`config.mk`:
```
export PLATFORM = sky130hd
export DESIGN_NAME = scp_sqrt
export DESIGN_NICKNAME = d
export VERILOG_FILES = /design/src/hw/rtl/scp_sqrt.sv
export SDC_FILE = /design/constraint.sdc
export NUM_CORES = 2
export LEC_CHECK = 0
export BUFFER_PORTS_ARGS = -buffer_cell sky130_fd_sc_hd__buf_4
export CORE_MARGIN = 2
export CORE_UTILIZATION = 51
export DETAILED_ROUTE_END_ITERATION = 12
export GPL_ROUTABILITY_DRIVEN = 0
export GPL_TIMING_DRIVEN = 0
export HOLD_SLACK_MARGIN = 0.15
export PLACE_DENSITY = 0.69
export SLEW_MARGIN = 20
export SYNTH_ARGS = -nofsm -noshare
export SYNTH_HDL_FRONTEND = slang
export SYNTH_SLANG_ARGS = --single-unit
```
`constraint.sdc`:
```
create_clock -name clk -period 3.95 [get_ports clk]
set_input_delay 0.395 -clock clk [delete_from_list [all_inputs] [get_ports clk]]
set_output_delay 0.395 -clock clk [all_outputs]
set_load 0.01 [all_outputs]
```
`src/hw/rtl/scp_sqrt.sv`:
```
`default_nettype none
module scp_sqrt #(
    parameter int RW = 31,
    parameter int VW = 68,
    parameter int TW = 8
) (
    input  wire logic          clk,
    input  wire logic          rst_n,
    input  wire logic          en,
    input  wire logic          in_valid,
    input  wire logic [VW-1:0] val,
    input  wire logic [TW-1:0] tag_in,
    output      logic          out_valid,
    output      logic [RW-1:0] root,
    output      logic [TW-1:0] tag_out
);
    logic [VW-1:0] rem_reg  [0:RW];
    logic [RW-1:0] root_reg [0:RW];
    logic [TW-1:0] tag_reg  [0:RW];
    logic          v_reg    [0:RW];
    logic [RW-1:0] fin_reg;
    logic [TW-1:0] fin_tag_reg;
    logic          fin_v_reg;
    logic [RW-1:0] fin_next;

    always_ff @(posedge clk or negedge rst_n)
    begin
        if (!rst_n)
        begin
            v_reg[0] <= 1'b0;
        end
        else if (en)
        begin
            v_reg[0] <= in_valid;
        end
    end

    always_ff @(posedge clk)
    begin
        if (en)
        begin
            rem_reg[0]  <= val;
            root_reg[0] <= '0;
            tag_reg[0]  <= tag_in;
        end
    end

    // one root bit per stage, most significant first
    for (genvar i = 1; i <= RW; i++)
    begin : g_bit
        localparam int K = RW - i;
        logic [VW-1:0] trial;
        logic          take;

        always_comb
        begin
            trial = (VW'(root_reg[i-1]) << (K + 1)) | (VW'(1) << (2 * K));
            take  = rem_reg[i-1] >= trial;
        end

        always_ff @(posedge clk or negedge rst_n)
        begin
            if (!rst_n)
            begin
                v_reg[i] <= 1'b0;
            end
            else if (en)
            begin
                v_reg[i] <= v_reg[i-1];
            end
        end

        always_ff @(posedge clk)
        begin
            if (en)
            begin
                rem_reg[i]  <= take ? rem_reg[i-1] - trial : rem_reg[i-1];
                root_reg[i] <= take ? (root_reg[i-1] | (RW'(1) << K)) : root_reg[i-1];
                tag_reg[i]  <= tag_reg[i-1];
            end
        end
    end

    // round to nearest unless already saturated
    always_comb
    begin
        fin_next = root_reg[RW];
        if ((root_reg[RW] != {RW{1'b1}}) && (rem_reg[RW] > VW'(root_reg[RW])))
        begin
            fin_next = root_reg[RW] + RW'(1);
        end
    end

    always_ff @(posedge clk or negedge rst_n)
    begin
        if (!rst_n)
        begin
            fin_v_reg <= 1'b0;
        end
        else if (en)
        begin
            fin_v_reg <= v_reg[RW];
        end
    end

    always_ff @(posedge clk)
    begin
        if (en)
        begin
            fin_reg     <= fin_next;
            fin_tag_reg <= tag_reg[RW];
        end
    end

    assign out_valid = fin_v_reg;
    assign root      = fin_reg;
    assign tag_out   = fin_tag_reg;
endmodule
`default_nettype wire

```
Word level (Yosys, flattened, before mapping)
Memories as Yosys holds them, arrays and structs flattened. A register that Yosys moved wholly into a read port is not among the register bits.
Cells that the tools add are included.
{"block": "op_classes", "n_reduce_logical": 1, "mux": 65, "n_lt_le_gt_ge": 32, "add_sub_neg": 32, "eq_ne": 1}
{"cell": "$mux 68", "count": 31}
{"cell": "$ge 68x32->1", "count": 1}
{"cell": "$ge 68x33->1", "count": 1}
{"cell": "$ge 68x34->1", "count": 1}
{"cell": "$ge 68x35->1", "count": 1}
{"cell": "$ge 68x36->1", "count": 1}
{"cell": "$ge 68x37->1", "count": 1}
{"cell": "$ge 68x38->1", "count": 1}
{"cell": "$ge 68x39->1", "count": 1}
{"cell": "$ge 68x40->1", "count": 1}
{"cell": "$ge 68x41->1", "count": 1}
{"cell": "$ge 68x42->1", "count": 1}
{"cell": "$ge 68x43->1", "count": 1}
{"cell": "$ge 68x44->1", "count": 1}
{"cell": "$ge 68x45->1", "count": 1}
{"cell": "$ge 68x46->1", "count": 1}
{"cell": "$ge 68x47->1", "count": 1}
{"cell": "$ge 68x48->1", "count": 1}
{"cell": "$ge 68x49->1", "count": 1}
{"cell": "$ge 68x50->1", "count": 1}
{"cell": "$ge 68x51->1", "count": 1}
{"cell": "$ge 68x52->1", "count": 1}
{"cell": "$ge 68x53->1", "count": 1}
{"cell": "$ge 68x54->1", "count": 1}
{"cell": "other kinds (74)", "count": 77}
{"block": "totals", "mem_count": 3, "regBits": 64, "out_inout_bits": 40, "ramBits": 3424, "elab_cells": 168}
{"name": "rem_reg", "words": 32, "width": 68, "read_ports": 32, "rd_clocked_by_memory_dff": 0, "wr": 32, "line_no": "17", "rtl": "logic [VW-1:0] rem_reg [0:RW];"}
{"name": "root_reg", "words": 32, "width": 31, "read_ports": 32, "rd_clocked_by_memory_dff": 0, "wr": 32, "line_no": "18", "rtl": "logic [RW-1:0] root_reg [0:RW];"}
{"name": "tag_reg", "words": 32, "width": 8, "read_ports": 32, "rd_clocked_by_memory_dff": 1, "wr": 32, "line_no": "19", "rtl": "logic [TW-1:0] tag_reg [0:RW];"}

Logic depth before layout (Yosys ltp)
An unclocked memory read counts as a cell.
{"block": "depth", "word_depth": 4, "mapped_depth": 15, "depth_no_buf": 13}

Least setup slack after synthesis
OpenSTA, ideal clock, no wires.
{"block": "synth_path", "path_kind": "register to register", "from": "mem rem_reg[20][41] (netlist: rem_reg[2][313])", "to": "mem rem_reg[21][59] (netlist: rem_reg[2][399]) (data pin)", "slack_ns": 0.181, "path_stages_with_launch": 14, "setup_ns": 0.268, "t_arrival_ns": 3.501, "path_buffers": 2, "cell_sequence": "edfxtp_1 -> ha_1 -> and4bb_1 -> nand3_1 -> or3_1 -> or4_1 -> nand3_2 -> nor2_2 -> or4_1 -> buf_2 -> or4_4 -> buf_6 -> nor4_2 -> xor2_1"}
{"element": "from (decl)", "line_no": "17"}

==> results.md <==
- Status: finished with violations
- Failing checks: setup timing
- Final net count: 12038
- Global-route wire length before repair: 518000 um
- Global Route Usage Sum: 0.242
- Seq/Total Area, Yosys: 0.646
- Worst endpoint required time: 4600 ps
- Main combinational cell family by area after synthesis: simple AND/OR/NAND/NOR gates
- Synth Area in Compound Gates: 0.0807
- Layout Cells excl Fill: 15237
- Antenna Nets Post-Route: 0
- I/O pin cnt: 120
- # setup viols final: 2
- Pwr Total: 89000 uW
- Die area: 0.277 sq mm
- Maximum fanout along the worst path: 6
- Cell count after placement: 14454
- Switch share: 0.284
- Fmax: 253 MHz
- Initial core utilization: 0.513
- Max Slew Vio Count: 0
- Finished Cell Area: 0.159 sq mm
- Synth Area in Adders: 0.0503
- Port Buffer Count: 119
- Cell taking the most area after synthesis: edfxtp_1
- Storage cell area: 0.0899 sq mm
- Class of the worst hold path: input port to flop
- Cell variety after synth: 90
- GRT overflow: 0
- Number of global-route vias before repair: 89175
- Number of remaining DRC errors: 0
- Xor-xnor portion of the synthesized cell area: 0.0684
- Die H: 526 um
- Mean Syn Cell Area: 13.0 sq um
- Hold slack final: 197 ps
- H-tree depth: 5
- TritonCTS clock tree: done
- Cell area after placement: 0.145 sq mm
- Number of cell rows: 191
- DP HPWL: 251000 um
- Synthesized net count: 11380
- Max FFs per register: 2176
- Main flop type after synthesis: edfxtp_1
- Post-synthesis mux area share: 0.00868
- Initial DRT Pass Iterations: 6
- Crit share post-route: 1.00
- Slew HR: 0.255
- Skew-Pair Late Insertion Delay: 910 ps
- Crit Path Category: flop to flop
- Leakage: 0.0591 uW
- DRT iter0 DRCs: 8799
- Clk buf depth: 4
- Clk root buf: clkbuf_16
- Pin count of the biggest net entering global routing: 166
- Wire per inst: 22.5 um
- CP Data Arrival Time: 4600 ps
- Critical path capture point type: flop
- Worst VDD drop: 0.414 mV
- DIE WIDTH: 526 um
- Clock slew at reported path FFs: 70 ps
- FILL cells: 20598
- Clock buffer count from CTS: 312
- Area Overhead vs Synth: 14.6%
- Final hold viol count: 0
- Number of flops mapped to enable cells by yosys: 2967
- Initial antenna violation count: 12
- Total internal power: 63700 uW
- Area of the multi-input gates: 0.0475 sq mm
- Warnings, synthesis: 0
- Startpoint Class: flop
- Max-cap violation count: 0
- Clock network power share: 0.336
- Synthesized area: 0.139 sq mm
- Gate power share: 0.187
- Via count: 89975
- Core footprint: 0.271 sq mm
- Sequential share of power: 0.478
- Ranking of synthesized cells by area: edfxtp_1 (64%), ha_1 (5.0%), xnor2_1 (3.5%), xor2_1 (3.4%), a21oi_1 (2.2%)
- Synth top area share: 0.640
- Total net switching power: 25300 uW
- Layout cell share with drive strength beyond 1: 0.100
- Simple-gate share of the synthesized area: 0.121
- Clock Skew: 61.0 ps
- Total wire length: 343000 um
- Minimum clock period: 3950 ps
- Power per Cell Area: 558 mW/mm^2
- Via-to-Cell Ratio: 5.91
- Worst setup margin: -3.52 ps
- R2r setup slk: -4 ps
- Cells after Synth: 10741
- Most frequent cells in the layout: edfxtp_1 (2967), nor2_1 (717), inv_1 (702), nand2_1 (670), a21oi_1 (605)
- Yosys reg bits: 3000
- Commonest non-fill, non-tap cell in the layout: edfxtp_1
- Worst Tran Pin Value: 1110 ps
- Async SR Flop Fraction: 0.0110
- RSZ-0062 raised after global routing: yes
- CTS Sinks: 3000
## power by group through the flow
stage / Combinational [uW] / Sequential, uW / Clock, uW
final: 16600 / 42500 / 29900
after global placement: 14900 / 44500 / 0
after global routing: 18200 / 42800 / 31600
after CTS: 16000 / 42400 / 30400
after detailed placement: 15400 / 43000 / 0
after floorplan: 11100 / 41700 / 0
## what timing repair did
item                                    CTS  global route
resized for setup                       217           194
pin swaps                                47            36
endpoints found under the setup margin  782           821
endpoints found under the hold margin   175             0
buffers inserted                         52            34
gates cloned                              0             2
hold buffers                            148             0
## worst paths after layout
kind                                      start              end  cells after the start
max in group asynchronous                 rst_n        v_reg[19]                      4
worst min-delay path                    val[67]   rem_reg[0][67]                      2
worst max register to register  root_reg[4][51]  rem_reg[2][191]                     13
worst min register to register   tag_reg[30][3]   tag_reg[31][3]                      0
worst max-delay path            root_reg[4][51]  rem_reg[2][191]                     13
min in group asynchronous                 rst_n        v_reg[15]                      4
## per-stage QoR
stage | utilization | setup TNS (ps) | setup WS (ps)
after global routing | 0.588 | -733 | -132
after CTS | 0.584 | -2050 | -194
final | 0.588 | -5.70 | -3.52
after floorplan | - | 0 | 181
after detailed placement | 0.536 | -388550 | -1320
after global placement | 0.533 | - | -23080
## critical path, stage by stage (launching register included)
cell and delay [ps]:
edfxtp_1 510, inv_1 80, ha_1 410, and4_2 380, nand3_1 170, nor2_1 150
nand4_1 280, nand3_1 230, a21oi_1 140, o21a_1 250, buf_4 150, nor3_2 360
nand2_1 120, xnor2_1 440
## final cells by class
class	instances	area share
flip-flops and latches	3000	0.564
multi-input cells	6833	0.298
clock buffers	354	0.0504
well taps	3570	0.0280
repair buffers	378	0.0232
inverters	706	0.0166
clock inverters	213	0.0148
plain buffers	168	0.00486
diodes	15	0.000235
## cells in the mapped netlist, drive strengths merged (46+ instances only)
master,number
a21oi,616
o21ai,442
o21a,98
nor2,725
or3,158
or4,96
nor4b,56
nand2,675
nor4,379
nor2b,88
o21bai,52
nand2b,109
clkbuf,185
or2,46
a21o,247
ha,559
xor2,534
nand3,183
edfxtp,2967
inv,704
mux2,101
xnor2,553
a31oi,50
o31ai,53
nor3,336
nand4,186
## metal layers
metal | part of all wire | routed length [um] | GRT usage | vias to the layer above
met2 | 0.51 | 174000 | 0.432 | 3454
li1 | - | - | - | 41656
met4 | 0.086 | 29600 | 0.174 | 8
met1 | 0.35 | 120000 | 0.260 | 43724
met3 | 0.057 | 19700 | 0.0400 | 1133
met5 | 0.00012 | 41 | 0 | -
## cell families after synthesis
kind of cell             Yosys count
adder cells (fa/ha/maj)          559
AND/OR/NAND/NOR                 3254
flip-flops                      3000
multiplexers                     108
XOR/XNOR                        1087
buffers and inverters            908
AO/OA/AOI/OAI                   1825
Note: power is estimated with default switching activity, not from simulation.
